==> config.mk <==
export PLATFORM = sky130hd
export DESIGN_NAME = culled_voxel_face_mesher_core_flat
export DESIGN_NICKNAME = d
export VERILOG_FILES = /design/src/sv/cvfm_pkg.sv /design/src/sv/cvfm_chan_if.sv /design/src/sv/cvfm_front.sv /design/src/sv/cvfm_queue.sv /design/src/sv/cvfm_back.sv /design/src/sv/culled_voxel_face_mesher_core.sv /design/src/flat_wrapper.sv
export SDC_FILE = /design/constraint.sdc
export NUM_CORES = 1
export LEC_CHECK = 0
export ABC_AREA = 1
export ABC_CLOCK_PERIOD_IN_PS = 4000
export BUFFER_PORTS_ARGS = -buffer_cell sky130_fd_sc_hd__buf_4
export CAP_MARGIN = 15
export CORE_MARGIN = 2
export CORE_UTILIZATION = 57
export CTS_BUF_LIST = sky130_fd_sc_hd__clkbuf_8 sky130_fd_sc_hd__clkbuf_16
export DETAILED_ROUTE_END_ITERATION = 8
export PLACE_DENSITY_LB_ADDON = 0.2
export SETUP_SLACK_MARGIN = 0.05
export SYNTH_ARGS = -nofsm -noshare
export SYNTH_HDL_FRONTEND = slang
export SYNTH_SLANG_ARGS = --single-unit
==> constraint.sdc <==
create_clock -name clock -period 4 [get_ports clock]
set_input_delay 0.8 -clock clock [delete_from_list [all_inputs] [get_ports clock]]
set_output_delay 0.8 -clock clock [all_outputs]
set_load 0.02 [all_outputs]
==> src/sv/cvfm_pkg.sv <==
`default_nettype none

package cvfm_pkg;

   localparam int unsigned CHUNK_WIDTH_DEF  = 16;
   localparam int unsigned CHUNK_HEIGHT_DEF = 256;
   localparam int unsigned CHUNK_DEPTH_DEF  = 16;

   localparam int unsigned NUM_FACES     = 6;
   localparam int unsigned TILES_PER_ROW = 16;
   localparam int unsigned QUEUE_DEPTH   = 2;
   localparam int unsigned Y_CMP_WIDTH   = 13;

   localparam logic [2:0] FACE_POS_Y = 3'd0;
   localparam logic [2:0] FACE_NEG_Y = 3'd1;
   localparam logic [2:0] FACE_POS_X = 3'd2;
   localparam logic [2:0] FACE_NEG_X = 3'd3;
   localparam logic [2:0] FACE_POS_Z = 3'd4;
   localparam logic [2:0] FACE_NEG_Z = 3'd5;

   localparam logic [2:0] LAST_VERT = 3'd5;

   typedef struct packed {
      logic [3:0] voxel_x;
      logic [7:0] voxel_y;
      logic [3:0] voxel_z;
      logic [7:0] tex_top;
      logic [7:0] tex_base;
      logic [7:0] tex_wall;
      logic [5:0] face_mask;
   } entry_type;

   typedef struct packed {
      logic [4:0] vert_x;
      logic [8:0] vert_y;
      logic [4:0] vert_z;
      logic [3:0] tile_u;
      logic [3:0] tile_v;
      logic       corner_u;
      logic       corner_v;
      logic [2:0] face_index;
      logic       last_vertex;
   } vertex_type;

   typedef struct packed {
      logic dx;
      logic dy;
      logic dz;
      logic cu;
      logic cv;
   } corner_type;

   // corner of a face, picked for vertex k of triangles (c0,c1,c2),(c0,c2,c3)
   function automatic corner_type cvfm_corner(input logic [2:0] face, input logic [2:0] k);
      logic [1:0] c;
      logic [4:0] bits;
      case (k)
         3'd0, 3'd3: c = 2'd0;
         3'd1:       c = 2'd1;
         3'd2, 3'd4: c = 2'd2;
         default:    c = 2'd3;
      endcase
      case ({face, c})
         {FACE_POS_Y, 2'd0}: bits = 5'b01000;
         {FACE_POS_Y, 2'd1}: bits = 5'b01101;
         {FACE_POS_Y, 2'd2}: bits = 5'b11111;
         {FACE_POS_Y, 2'd3}: bits = 5'b11010;
         {FACE_NEG_Y, 2'd0}: bits = 5'b00000;
         {FACE_NEG_Y, 2'd1}: bits = 5'b10010;
         {FACE_NEG_Y, 2'd2}: bits = 5'b10111;
         {FACE_NEG_Y, 2'd3}: bits = 5'b00101;
         {FACE_POS_X, 2'd0}: bits = 5'b10001;
         {FACE_POS_X, 2'd1}: bits = 5'b11000;
         {FACE_POS_X, 2'd2}: bits = 5'b11110;
         {FACE_POS_X, 2'd3}: bits = 5'b10111;
         {FACE_NEG_X, 2'd0}: bits = 5'b00101;
         {FACE_NEG_X, 2'd1}: bits = 5'b01100;
         {FACE_NEG_X, 2'd2}: bits = 5'b01010;
         {FACE_NEG_X, 2'd3}: bits = 5'b00011;
         {FACE_POS_Z, 2'd0}: bits = 5'b00101;
         {FACE_POS_Z, 2'd1}: bits = 5'b10111;
         {FACE_POS_Z, 2'd2}: bits = 5'b11110;
         {FACE_POS_Z, 2'd3}: bits = 5'b01100;
         {FACE_NEG_Z, 2'd0}: bits = 5'b10001;
         {FACE_NEG_Z, 2'd1}: bits = 5'b00011;
         {FACE_NEG_Z, 2'd2}: bits = 5'b01010;
         {FACE_NEG_Z, 2'd3}: bits = 5'b11000;
         default:            bits = 5'b00000;
      endcase
      return corner_type'(bits);
   endfunction

endpackage

`default_nettype wire

==> src/sv/cvfm_chan_if.sv <==
`default_nettype none

interface cvfm_req_if;
   logic       valid;
   logic       ready;
   logic [3:0] voxel_x;
   logic [7:0] voxel_y;
   logic [3:0] voxel_z;
   logic       center_solid;
   logic [7:0] tex_top;
   logic [7:0] tex_base;
   logic [7:0] tex_wall;
   logic [5:0] nb_solid;
   logic [5:0] nb_transparent;

   modport source (
      output valid, voxel_x, voxel_y, voxel_z, center_solid,
             tex_top, tex_base, tex_wall, nb_solid, nb_transparent,
      input  ready
   );
   modport sink (
      input  valid, voxel_x, voxel_y, voxel_z, center_solid,
             tex_top, tex_base, tex_wall, nb_solid, nb_transparent,
      output ready
   );
endinterface

interface cvfm_rsp_if;
   logic       valid;
   logic       ready;
   logic [4:0] vert_x;
   logic [8:0] vert_y;
   logic [4:0] vert_z;
   logic [3:0] tile_u;
   logic [3:0] tile_v;
   logic       corner_u;
   logic       corner_v;
   logic [2:0] face_index;
   logic       last_vertex;

   modport source (
      output valid, vert_x, vert_y, vert_z, tile_u, tile_v,
             corner_u, corner_v, face_index, last_vertex,
      input  ready
   );
   modport sink (
      input  valid, vert_x, vert_y, vert_z, tile_u, tile_v,
             corner_u, corner_v, face_index, last_vertex,
      output ready
   );
endinterface

`default_nettype wire

==> src/sv/cvfm_front.sv <==
`default_nettype none

module cvfm_front
   import cvfm_pkg::*;
#(
   parameter int unsigned CHUNK_HEIGHT = CHUNK_HEIGHT_DEF
) (
   input  wire logic  reset,
   cvfm_req_if.sink   req_ch,
   input  wire logic  q_full,
   output entry_type  q_wr_data,
   output logic       q_push
);

   localparam logic [Y_CMP_WIDTH-1:0] HEIGHT_LIM = Y_CMP_WIDTH'(CHUNK_HEIGHT);

   logic [Y_CMP_WIDTH-1:0] y_plus;
   logic [Y_CMP_WIDTH-1:0] y_minus;
   logic [5:0]             open_mask;

   always_comb begin
      y_plus  = Y_CMP_WIDTH'(req_ch.voxel_y) + Y_CMP_WIDTH'(1);
      y_minus = Y_CMP_WIDTH'(req_ch.voxel_y) - Y_CMP_WIDTH'(1);
      open_mask = ~(req_ch.nb_solid & ~req_ch.nb_transparent);
      if (y_plus >= HEIGHT_LIM) begin
         open_mask[FACE_POS_Y] = 1'b1;
      end
      if ((req_ch.voxel_y == 8'd0) || (y_minus >= HEIGHT_LIM)) begin
         open_mask[FACE_NEG_Y] = 1'b1;
      end
   end

   assign req_ch.ready = !q_full && !reset;

   // empty and fully hidden voxels are dropped at transfer
   always_comb begin
      q_wr_data.voxel_x    = req_ch.voxel_x;
      q_wr_data.voxel_y    = req_ch.voxel_y;
      q_wr_data.voxel_z    = req_ch.voxel_z;
      q_wr_data.tex_top    = req_ch.tex_top;
      q_wr_data.tex_base   = req_ch.tex_base;
      q_wr_data.tex_wall   = req_ch.tex_wall;
      q_wr_data.face_mask  = open_mask;
      q_push = req_ch.valid && req_ch.ready && req_ch.center_solid && (|open_mask);
   end

endmodule

`default_nettype wire

==> src/sv/cvfm_queue.sv <==
`default_nettype none

module cvfm_queue
   import cvfm_pkg::*;
(
   input  wire logic       clock,
   input  wire logic       reset,
   input  wire logic       push,
   input  wire entry_type  wr_data,
   output logic            full,
   input  wire logic       pop,
   output logic            not_empty,
   output entry_type       rd_data
);

   localparam int unsigned PW = (QUEUE_DEPTH > 1) ? $clog2(QUEUE_DEPTH) : 1;
   localparam int unsigned CW = $clog2(QUEUE_DEPTH + 1);
   localparam logic [PW-1:0] PTR_LAST = PW'(QUEUE_DEPTH - 1);

   entry_type         mem_ff [QUEUE_DEPTH];
   logic [PW-1:0]     wr_ptr_ff, wr_ptr_in;
   logic [PW-1:0]     rd_ptr_ff, rd_ptr_in;
   logic [CW-1:0]     count_ff, count_in;
   logic              do_push, do_pop;

   assign full      = (count_ff == CW'(QUEUE_DEPTH));
   assign not_empty = (count_ff != '0);
   assign rd_data   = mem_ff[rd_ptr_ff];
   assign do_push   = push && !full;
   assign do_pop    = pop && not_empty;

   always_comb begin
      wr_ptr_in = wr_ptr_ff;
      rd_ptr_in = rd_ptr_ff;
      count_in  = count_ff;
      if (do_push) begin
         wr_ptr_in = (wr_ptr_ff == PTR_LAST) ? '0 : wr_ptr_ff + PW'(1);
      end
      if (do_pop) begin
         rd_ptr_in = (rd_ptr_ff == PTR_LAST) ? '0 : rd_ptr_ff + PW'(1);
      end
      if (do_push && !do_pop) begin
         count_in = count_ff + CW'(1);
      end else if (do_pop && !do_push) begin
         count_in = count_ff - CW'(1);
      end
   end

   always_ff @(posedge clock) begin
      if (reset) begin
         wr_ptr_ff <= '0;
         rd_ptr_ff <= '0;
         count_ff  <= '0;
      end else begin
         wr_ptr_ff <= wr_ptr_in;
         rd_ptr_ff <= rd_ptr_in;
         count_ff  <= count_in;
      end
   end

   always_ff @(posedge clock) begin
      if (do_push) begin
         mem_ff[wr_ptr_ff] <= wr_data;
      end
   end

endmodule

`default_nettype wire

==> src/sv/cvfm_back.sv <==
`default_nettype none

module cvfm_back
   import cvfm_pkg::*;
(
   input  wire logic       clock,
   input  wire logic       reset,
   input  wire logic       q_not_empty,
   input  wire entry_type  q_rd_data,
   output logic            q_pop,
   cvfm_rsp_if.source      rsp_ch
);

   function automatic logic [2:0] first_face(input logic [5:0] mask);
      logic [2:0] f;
      f = FACE_NEG_Z;
      for (int i = NUM_FACES - 1; i >= 0; i--) begin
         if (mask[i]) begin
            f = 3'(i);
         end
      end
      return f;
   endfunction

   entry_type   cur_ff, cur_in;
   logic        busy_ff, busy_in;
   logic [5:0]  mask_ff, mask_in;
   logic [2:0]  face_ff, face_in;
   logic [2:0]  vert_ff, vert_in;
   logic        out_valid_ff, out_valid_in;
   vertex_type  out_ff, out_in;

   logic        advance;
   logic        face_done;
   logic [5:0]  mask_rest;
   logic        finishing;
   corner_type  crn;
   logic [7:0]  tex;

   always_comb begin
      advance   = !out_valid_ff || rsp_ch.ready;
      face_done = (vert_ff == LAST_VERT);
      mask_rest = mask_ff & ~(6'd1 << face_ff);
      finishing = busy_ff && advance && face_done && (mask_rest == '0);
      q_pop     = q_not_empty && (!busy_ff || finishing);

      crn = cvfm_corner(face_ff, vert_ff);
      case (face_ff)
         FACE_POS_Y: tex = cur_ff.tex_top;
         FACE_NEG_Y: tex = cur_ff.tex_base;
         default:    tex = cur_ff.tex_wall;
      endcase

      out_in.vert_x      = 5'(cur_ff.voxel_x) + 5'(crn.dx);
      out_in.vert_y      = 9'(cur_ff.voxel_y) + 9'(crn.dy);
      out_in.vert_z      = 5'(cur_ff.voxel_z) + 5'(crn.dz);
      out_in.tile_u      = tex[3:0];
      out_in.tile_v      = tex[7:4];
      out_in.corner_u    = crn.cu;
      out_in.corner_v    = crn.cv;
      out_in.face_index  = face_ff;
      out_in.last_vertex = face_done && (mask_rest == '0);

      out_valid_in = advance ? busy_ff : out_valid_ff;

      cur_in  = cur_ff;
      busy_in = busy_ff;
      mask_in = mask_ff;
      face_in = face_ff;
      vert_in = vert_ff;
      if (busy_ff && advance) begin
         if (face_done) begin
            vert_in = '0;
            mask_in = mask_rest;
            face_in = first_face(mask_rest);
            busy_in = (mask_rest != '0);
         end else begin
            vert_in = vert_ff + 3'd1;
         end
      end
      if (q_pop) begin
         cur_in  = q_rd_data;
         busy_in = 1'b1;
         mask_in = q_rd_data.face_mask;
         face_in = first_face(q_rd_data.face_mask);
         vert_in = '0;
      end
   end

   always_ff @(posedge clock) begin
      if (reset) begin
         busy_ff      <= 1'b0;
         out_valid_ff <= 1'b0;
         mask_ff      <= '0;
         face_ff      <= '0;
         vert_ff      <= '0;
      end else begin
         busy_ff      <= busy_in;
         out_valid_ff <= out_valid_in;
         mask_ff      <= mask_in;
         face_ff      <= face_in;
         vert_ff      <= vert_in;
      end
   end

   always_ff @(posedge clock) begin
      cur_ff <= cur_in;
      if (advance) begin
         out_ff <= out_in;
      end
   end

   assign rsp_ch.valid       = out_valid_ff;
   assign rsp_ch.vert_x      = out_ff.vert_x;
   assign rsp_ch.vert_y      = out_ff.vert_y;
   assign rsp_ch.vert_z      = out_ff.vert_z;
   assign rsp_ch.tile_u      = out_ff.tile_u;
   assign rsp_ch.tile_v      = out_ff.tile_v;
   assign rsp_ch.corner_u    = out_ff.corner_u;
   assign rsp_ch.corner_v    = out_ff.corner_v;
   assign rsp_ch.face_index  = out_ff.face_index;
   assign rsp_ch.last_vertex = out_ff.last_vertex;

endmodule

`default_nettype wire

==> src/sv/culled_voxel_face_mesher_core.sv <==
// Culled voxel face mesher. Each req transfer is one voxel; a solid voxel yields six
// vertices (two triangles) for every face whose neighbor is not solid-and-opaque or
// that lies on the chunk's top or bottom; last_vertex marks the voxel's last vertex.
// The back end emits one vertex per cycle while rsp is ready; the next voxel's first
// vertex follows the previous voxel's last with no gap if it is queued. Empty and
// fully hidden voxels are dropped at transfer. A two-entry queue sits between the
// classifier and vertex generator, so req takes voxels during rsp stalls until full.
`default_nettype none

module culled_voxel_face_mesher_core
   import cvfm_pkg::*;
#(
   parameter int unsigned CHUNK_HEIGHT = CHUNK_HEIGHT_DEF
) (
   input  wire logic  clock,
   input  wire logic  reset,
   cvfm_req_if.sink   req_ch,
   cvfm_rsp_if.source rsp_ch
);

   entry_type q_wr_data;
   entry_type q_rd_data;
   logic      q_push;
   logic      q_full;
   logic      q_pop;
   logic      q_not_empty;

   cvfm_front #(
      .CHUNK_HEIGHT (CHUNK_HEIGHT)
   ) u_front (
      .reset     (reset),
      .req_ch    (req_ch),
      .q_full    (q_full),
      .q_wr_data (q_wr_data),
      .q_push    (q_push)
   );

   cvfm_queue u_queue (
      .clock     (clock),
      .reset     (reset),
      .push      (q_push),
      .wr_data   (q_wr_data),
      .full      (q_full),
      .pop       (q_pop),
      .not_empty (q_not_empty),
      .rd_data   (q_rd_data)
   );

   cvfm_back u_back (
      .clock       (clock),
      .reset       (reset),
      .q_not_empty (q_not_empty),
      .q_rd_data   (q_rd_data),
      .q_pop       (q_pop),
      .rsp_ch      (rsp_ch)
   );

endmodule

`default_nettype wire

==> src/flat_wrapper.sv <==
// flat-port wrapper written by rule: the top's interface ports become plain ports
module culled_voxel_face_mesher_core_flat import cvfm_pkg::*;
#(
   parameter int unsigned CHUNK_HEIGHT = CHUNK_HEIGHT_DEF
)
  (clock, reset, req_ch_valid, req_ch_voxel_x, req_ch_voxel_y, req_ch_voxel_z, req_ch_center_solid, req_ch_tex_top, req_ch_tex_base, req_ch_tex_wall, req_ch_nb_solid, req_ch_nb_transparent, req_ch_ready, rsp_ch_valid, rsp_ch_vert_x, rsp_ch_vert_y, rsp_ch_vert_z, rsp_ch_tile_u, rsp_ch_tile_v, rsp_ch_corner_u, rsp_ch_corner_v, rsp_ch_face_index, rsp_ch_last_vertex, rsp_ch_ready);
  cvfm_req_if req_ch_i ();
  cvfm_rsp_if rsp_ch_i ();
  input  wire logic clock;
  input  wire logic reset;
  input wire logic [$bits(req_ch_i.valid)-1:0] req_ch_valid;
  input wire logic [$bits(req_ch_i.voxel_x)-1:0] req_ch_voxel_x;
  input wire logic [$bits(req_ch_i.voxel_y)-1:0] req_ch_voxel_y;
  input wire logic [$bits(req_ch_i.voxel_z)-1:0] req_ch_voxel_z;
  input wire logic [$bits(req_ch_i.center_solid)-1:0] req_ch_center_solid;
  input wire logic [$bits(req_ch_i.tex_top)-1:0] req_ch_tex_top;
  input wire logic [$bits(req_ch_i.tex_base)-1:0] req_ch_tex_base;
  input wire logic [$bits(req_ch_i.tex_wall)-1:0] req_ch_tex_wall;
  input wire logic [$bits(req_ch_i.nb_solid)-1:0] req_ch_nb_solid;
  input wire logic [$bits(req_ch_i.nb_transparent)-1:0] req_ch_nb_transparent;
  output wire logic [$bits(req_ch_i.ready)-1:0] req_ch_ready;
  output wire logic [$bits(rsp_ch_i.valid)-1:0] rsp_ch_valid;
  output wire logic [$bits(rsp_ch_i.vert_x)-1:0] rsp_ch_vert_x;
  output wire logic [$bits(rsp_ch_i.vert_y)-1:0] rsp_ch_vert_y;
  output wire logic [$bits(rsp_ch_i.vert_z)-1:0] rsp_ch_vert_z;
  output wire logic [$bits(rsp_ch_i.tile_u)-1:0] rsp_ch_tile_u;
  output wire logic [$bits(rsp_ch_i.tile_v)-1:0] rsp_ch_tile_v;
  output wire logic [$bits(rsp_ch_i.corner_u)-1:0] rsp_ch_corner_u;
  output wire logic [$bits(rsp_ch_i.corner_v)-1:0] rsp_ch_corner_v;
  output wire logic [$bits(rsp_ch_i.face_index)-1:0] rsp_ch_face_index;
  output wire logic [$bits(rsp_ch_i.last_vertex)-1:0] rsp_ch_last_vertex;
  input wire logic [$bits(rsp_ch_i.ready)-1:0] rsp_ch_ready;
  assign req_ch_i.valid = req_ch_valid;
  assign req_ch_i.voxel_x = req_ch_voxel_x;
  assign req_ch_i.voxel_y = req_ch_voxel_y;
  assign req_ch_i.voxel_z = req_ch_voxel_z;
  assign req_ch_i.center_solid = req_ch_center_solid;
  assign req_ch_i.tex_top = req_ch_tex_top;
  assign req_ch_i.tex_base = req_ch_tex_base;
  assign req_ch_i.tex_wall = req_ch_tex_wall;
  assign req_ch_i.nb_solid = req_ch_nb_solid;
  assign req_ch_i.nb_transparent = req_ch_nb_transparent;
  assign req_ch_ready = req_ch_i.ready;
  assign rsp_ch_valid = rsp_ch_i.valid;
  assign rsp_ch_vert_x = rsp_ch_i.vert_x;
  assign rsp_ch_vert_y = rsp_ch_i.vert_y;
  assign rsp_ch_vert_z = rsp_ch_i.vert_z;
  assign rsp_ch_tile_u = rsp_ch_i.tile_u;
  assign rsp_ch_tile_v = rsp_ch_i.tile_v;
  assign rsp_ch_corner_u = rsp_ch_i.corner_u;
  assign rsp_ch_corner_v = rsp_ch_i.corner_v;
  assign rsp_ch_face_index = rsp_ch_i.face_index;
  assign rsp_ch_last_vertex = rsp_ch_i.last_vertex;
  assign rsp_ch_i.ready = rsp_ch_ready;
  culled_voxel_face_mesher_core #(.CHUNK_HEIGHT(CHUNK_HEIGHT)) u_core (.clock(clock), .reset(reset), .req_ch(req_ch_i), .rsp_ch(rsp_ch_i));
endmodule
==> metrics.md <==
| Metric | Value |
|---|---|
| Run status | `finished, final reports clean` |
| Detail Placement HPWL | `8280 microns` |
| Number of cells traversed by the worst hold path | `2` |
| Post-Syn Area | `7330 sq um` |
| Count of pins on the block boundary | `92` |
| Layout Nets | `698` |
| Number of max-cap violations | `0` |
| Clk pin slew, worst setup/hold paths | `0.06 ns` |
| Global-route total usage across every layer | `19.5%` |
| Most used cells in the layout excluding fill and tap cells | `sky130_fd_sc_hd__edfxtp_1, sky130_fd_sc_hd__buf_4, sky130_fd_sc_hd__nand2_1` |
| Clock root buffer | `sky130_fd_sc_hd__clkbuf_16` |
| Worst-skew pair later-pin latency | `0.43 ns` |
| # diodes | `0` |
| Vias | `4,221` |
| Compound-cell area share of the yosys netlist | `3.14%` |
| Achievable Freq | `383 MHz` |
| Number of iterations in the first detailed-routing pass | `4` |
| Power per Cell Area | `715 nW/um^2` |
| Final GP Congestion | `0.838` |
| Overall routed net length | `12,700 microns` |
| Post-route ant nets | `0` |
| Number of instances resized during post-cts repair | `0` |
| Sequential fraction of the synthesis area | `72.7%` |
| Transition at the pin with the smallest max-transition slack | `1.02 ns` |
| Final-report max-slew violation count | `0` |
| Die height | `117 microns` |
| Setup TNS | `0 ns` |
| Antenna violations before repair | `0` |
| Num rows | `41` |
| Final non-filler cell area | `8800 sq um` |
| Sum of overflow across all layers after global routing | `0` |
| WS Path Type | `flop to flop` |
| RSZ-0062 raised after global routing | `no` |
| Largest family of logic cells by synthesized area | `simple AND/OR/NAND/NOR gates` |
| Wire length of the first global-routing pass | `20,500 microns` |
| Endpoints failing hold | `0` |
| Post-DP Area | `8200 sq um` |
| Class of the most critical hold timing path | `flop to flop` |
| Endpoint type of the worst setup path | `flop` |
| Fraction of final layout cells sized beyond drive strength 1 | `29.2%` |
| Basic-gate share of the synthesized area counting and, or, nand and nor cells | `10.7%` |
| Maximum level of the CTS H-tree | `4` |
| Number of filler cells placed in the layout | `849` |
| Maximum number of pins on one net before global-route repair | `52` |
| Maximum number of buffers from clock root to sink | `2` |
| Setup Fix Bufs, Post-CTS | `0` |
| Arrival time worst endpoint | `2.78 ns` |
| Period utilization | `65.3%` |
| Post-synth cell types | `33` |
| Combined area of the multi-input logic cells | `1730 sq um` |
| Core box area | `12,600 sq um` |
| Starting DRC count in detailed routing | `330` |
| Register Area | `5340 sq um` |
| Depth of the worst register-to-register path | `13` |
| Max-Slew Margin vs Limit | `31.7%` |
| Final setup viols | `0` |
| Via count of the first global-routing pass | `4,334` |
| Initial Utilization | `58.4%` |
| Number of sinks handled by clock tree synthesis | `184` |
| Detailed-route DRC error count | `0` |
| Yosys warning total | `0` |
| Worst ir drop on vdd | `0.381 mV` |
| Number of synthesized register bits | `184` |
| Total Die Area | `13,800 sq um` |
| Required time at the worst-slack endpoint | `4.17 ns` |
| Static leakage | `3.45 nW` |
| Floorplan die width | `117 microns` |
| Routed length per placed instance | `15.6 microns` |
| Hold buffer count at cts | `0` |
| Tmin final | `2.61 ns` |
| Clock tree from TritonCTS | `yes` |
| Most common library cell in the layout ignoring fill and taps | `sky130_fd_sc_hd__edfxtp_1` |
| Proportion of synthesized area in mux cells | `6.29%` |
| Min Hold Slack | `0.490 ns` |
| Maximum fanout along the worst path | `4` |
| Syn-to-layout area delta | `20.0%` |
| Average via count per standard cell | `5.18` |
| Buffers on Ports | `91` |
| Clock buffers created by TritonCTS | `17` |
| Mean cell area of the mapped netlist | `13.9 sq um` |
| Final worst clock skew | `0.0135 ns` |
| CP startpoint kind | `flop` |
| Gate count of the mapped netlist | `528` |
| XOR/XNOR share of the synthesized area | `1.43%` |
| Post-Synth Adder-Cell Area | `1.88%` |
| Syn Nets | `596` |
[flip-flops by register name (all words and copies together), names as in the netlist, 2 cells and up, named ones only]
name,count
u_core.u_back.rsp_ch.vert_z,5
u_core.u_back.rsp_ch.vert_y,9
u_core.u_back.rsp_ch.vert_x,5
u_core.u_back.face_ff,3
u_core.u_back.vert_ff,3
u_core.u_back.rsp_ch.tile_v,4
u_core.u_back.cur_ff,40
u_core.u_back.mask_ff,6
u_core.u_back.rsp_ch.tile_u,4
u_core.u_queue.count_ff,2
u_core.u_back.rsp_ch.face_index,3
u_core.u_queue.mem_ff,92
[metal layers]
| metal | vias to the layer above | global-route usage [%] | share of wire, % |
|---|---|---|---|
| li1 | 2076 | - | - |
| met2 | 138 | 33.3 | 52 |
| met1 | 1997 | 22.7 | 40 |
| met4 | 0 | 9.41 | 1.1 |
| met5 | - | 0 | 0 |
| met3 | 10 | 5.59 | 7.1 |
[final timing paths]
| check | from | endpoint | slack [ns] |
|---|---|---|---|
| min reg2reg | u_core.u_queue.count_ff[1] | u_core.u_queue.count_ff[1] | 0.49 |
| max reg2reg | u_core.u_back.vert_ff[1] | u_core.u_back.rsp_ch.vert_z[2] | 1.39 |
| min | u_core.u_queue.count_ff[1] | u_core.u_queue.count_ff[1] | 0.49 |
| max | u_core.u_back.vert_ff[1] | u_core.u_back.rsp_ch.vert_z[2] | 1.39 |
[cells in the mapped netlist (all sizes together)]
| master | count | area share (%) |
|---|---|---|
| edfxtp | 165 | 68 |
| dfxtp | 19 | 5.2 |
| a21oi | 12 | 0.82 |
| a22o | 1 | 0.12 |
| nand3b | 3 | 0.31 |
| buf | 8 | 0.80 |
| inv | 55 | 2.8 |
| clkbuf | 3 | 0.15 |
| o22ai | 1 | 0.085 |
| o211ai | 8 | 0.82 |
| clkinv | 1 | 0.051 |
| a22oi | 1 | 0.10 |
| or2 | 1 | 0.085 |
| nor3 | 5 | 0.34 |
| nor4 | 1 | 0.085 |
| o21ai | 14 | 0.96 |
| nand3 | 43 | 3.2 |
| nand2 | 88 | 4.6 |
| o2111ai | 1 | 0.12 |
| ha | 11 | 1.9 |
| nand4 | 2 | 0.17 |
| xor2 | 12 | 1.4 |
| a31o | 1 | 0.12 |
| nor2 | 31 | 1.9 |
| mux2 | 41 | 6.3 |
[area by class of cell]
class / instances / area share, %
clock inverters: 13 / 1.46
clock buffers: 19 / 5.14
inverters: 56 / 2.42
flip-flops and latches: 184 / 60.6
well taps: 172 / 2.44
repair buffers: 94 / 8.30
multi-input cells: 277 / 19.6
[worst max-delay path, stage by stage, from the launching register on]
cell and delay [ns]:
sky130_fd_sc_hd__dfxtp_1 0.35, sky130_fd_sc_hd__inv_1 0.09, sky130_fd_sc_hd__o21ai_0 0.19, sky130_fd_sc_hd__nand2_1 0.10, sky130_fd_sc_hd__ha_1 0.20, sky130_fd_sc_hd__nand3b_1 0.08
sky130_fd_sc_hd__nand2_1 0.11, sky130_fd_sc_hd__inv_1 0.12, sky130_fd_sc_hd__ha_1 0.23, sky130_fd_sc_hd__nand2_1 0.06, sky130_fd_sc_hd__nand3_1 0.18, sky130_fd_sc_hd__ha_1 0.28
sky130_fd_sc_hd__ha_1 0.21, sky130_fd_sc_hd__xor2_1 0.14
[kinds of logic after synthesis]
logic type | after synthesis
fa+ha+maj | 11
xor+xnor | 12
flops | 184
compound gates | 39
simple gates | 174
buf+inv | 67
mux | 41
[where the power goes]
group | switching, W | internal (W)
clock | 0.000671 | 0.000949
combinational | 0.00106 | 0.000685
sequential | 0.000228 | 0.00270
total | 0.00196 | 0.00433
[stage by stage]
step | total power (W) | utilization (%) | instances | setup WS [ns]
final | 0.00629 | 70.0 | 815 | 1.39
after global routing | 0.00662 | 70.0 | 815 | 1.05
after floorplan | 0.00410 | - | 528 | 0.156
after detailed placement | 0.00469 | 65.3 | 782 | 1.06
after global placement | 0.00462 | 65.3 | 782 | 1.13
after CTS | 0.00631 | 69.9 | 814 | 1.37
No activity file was read; power rests on OpenSTA's default activity.
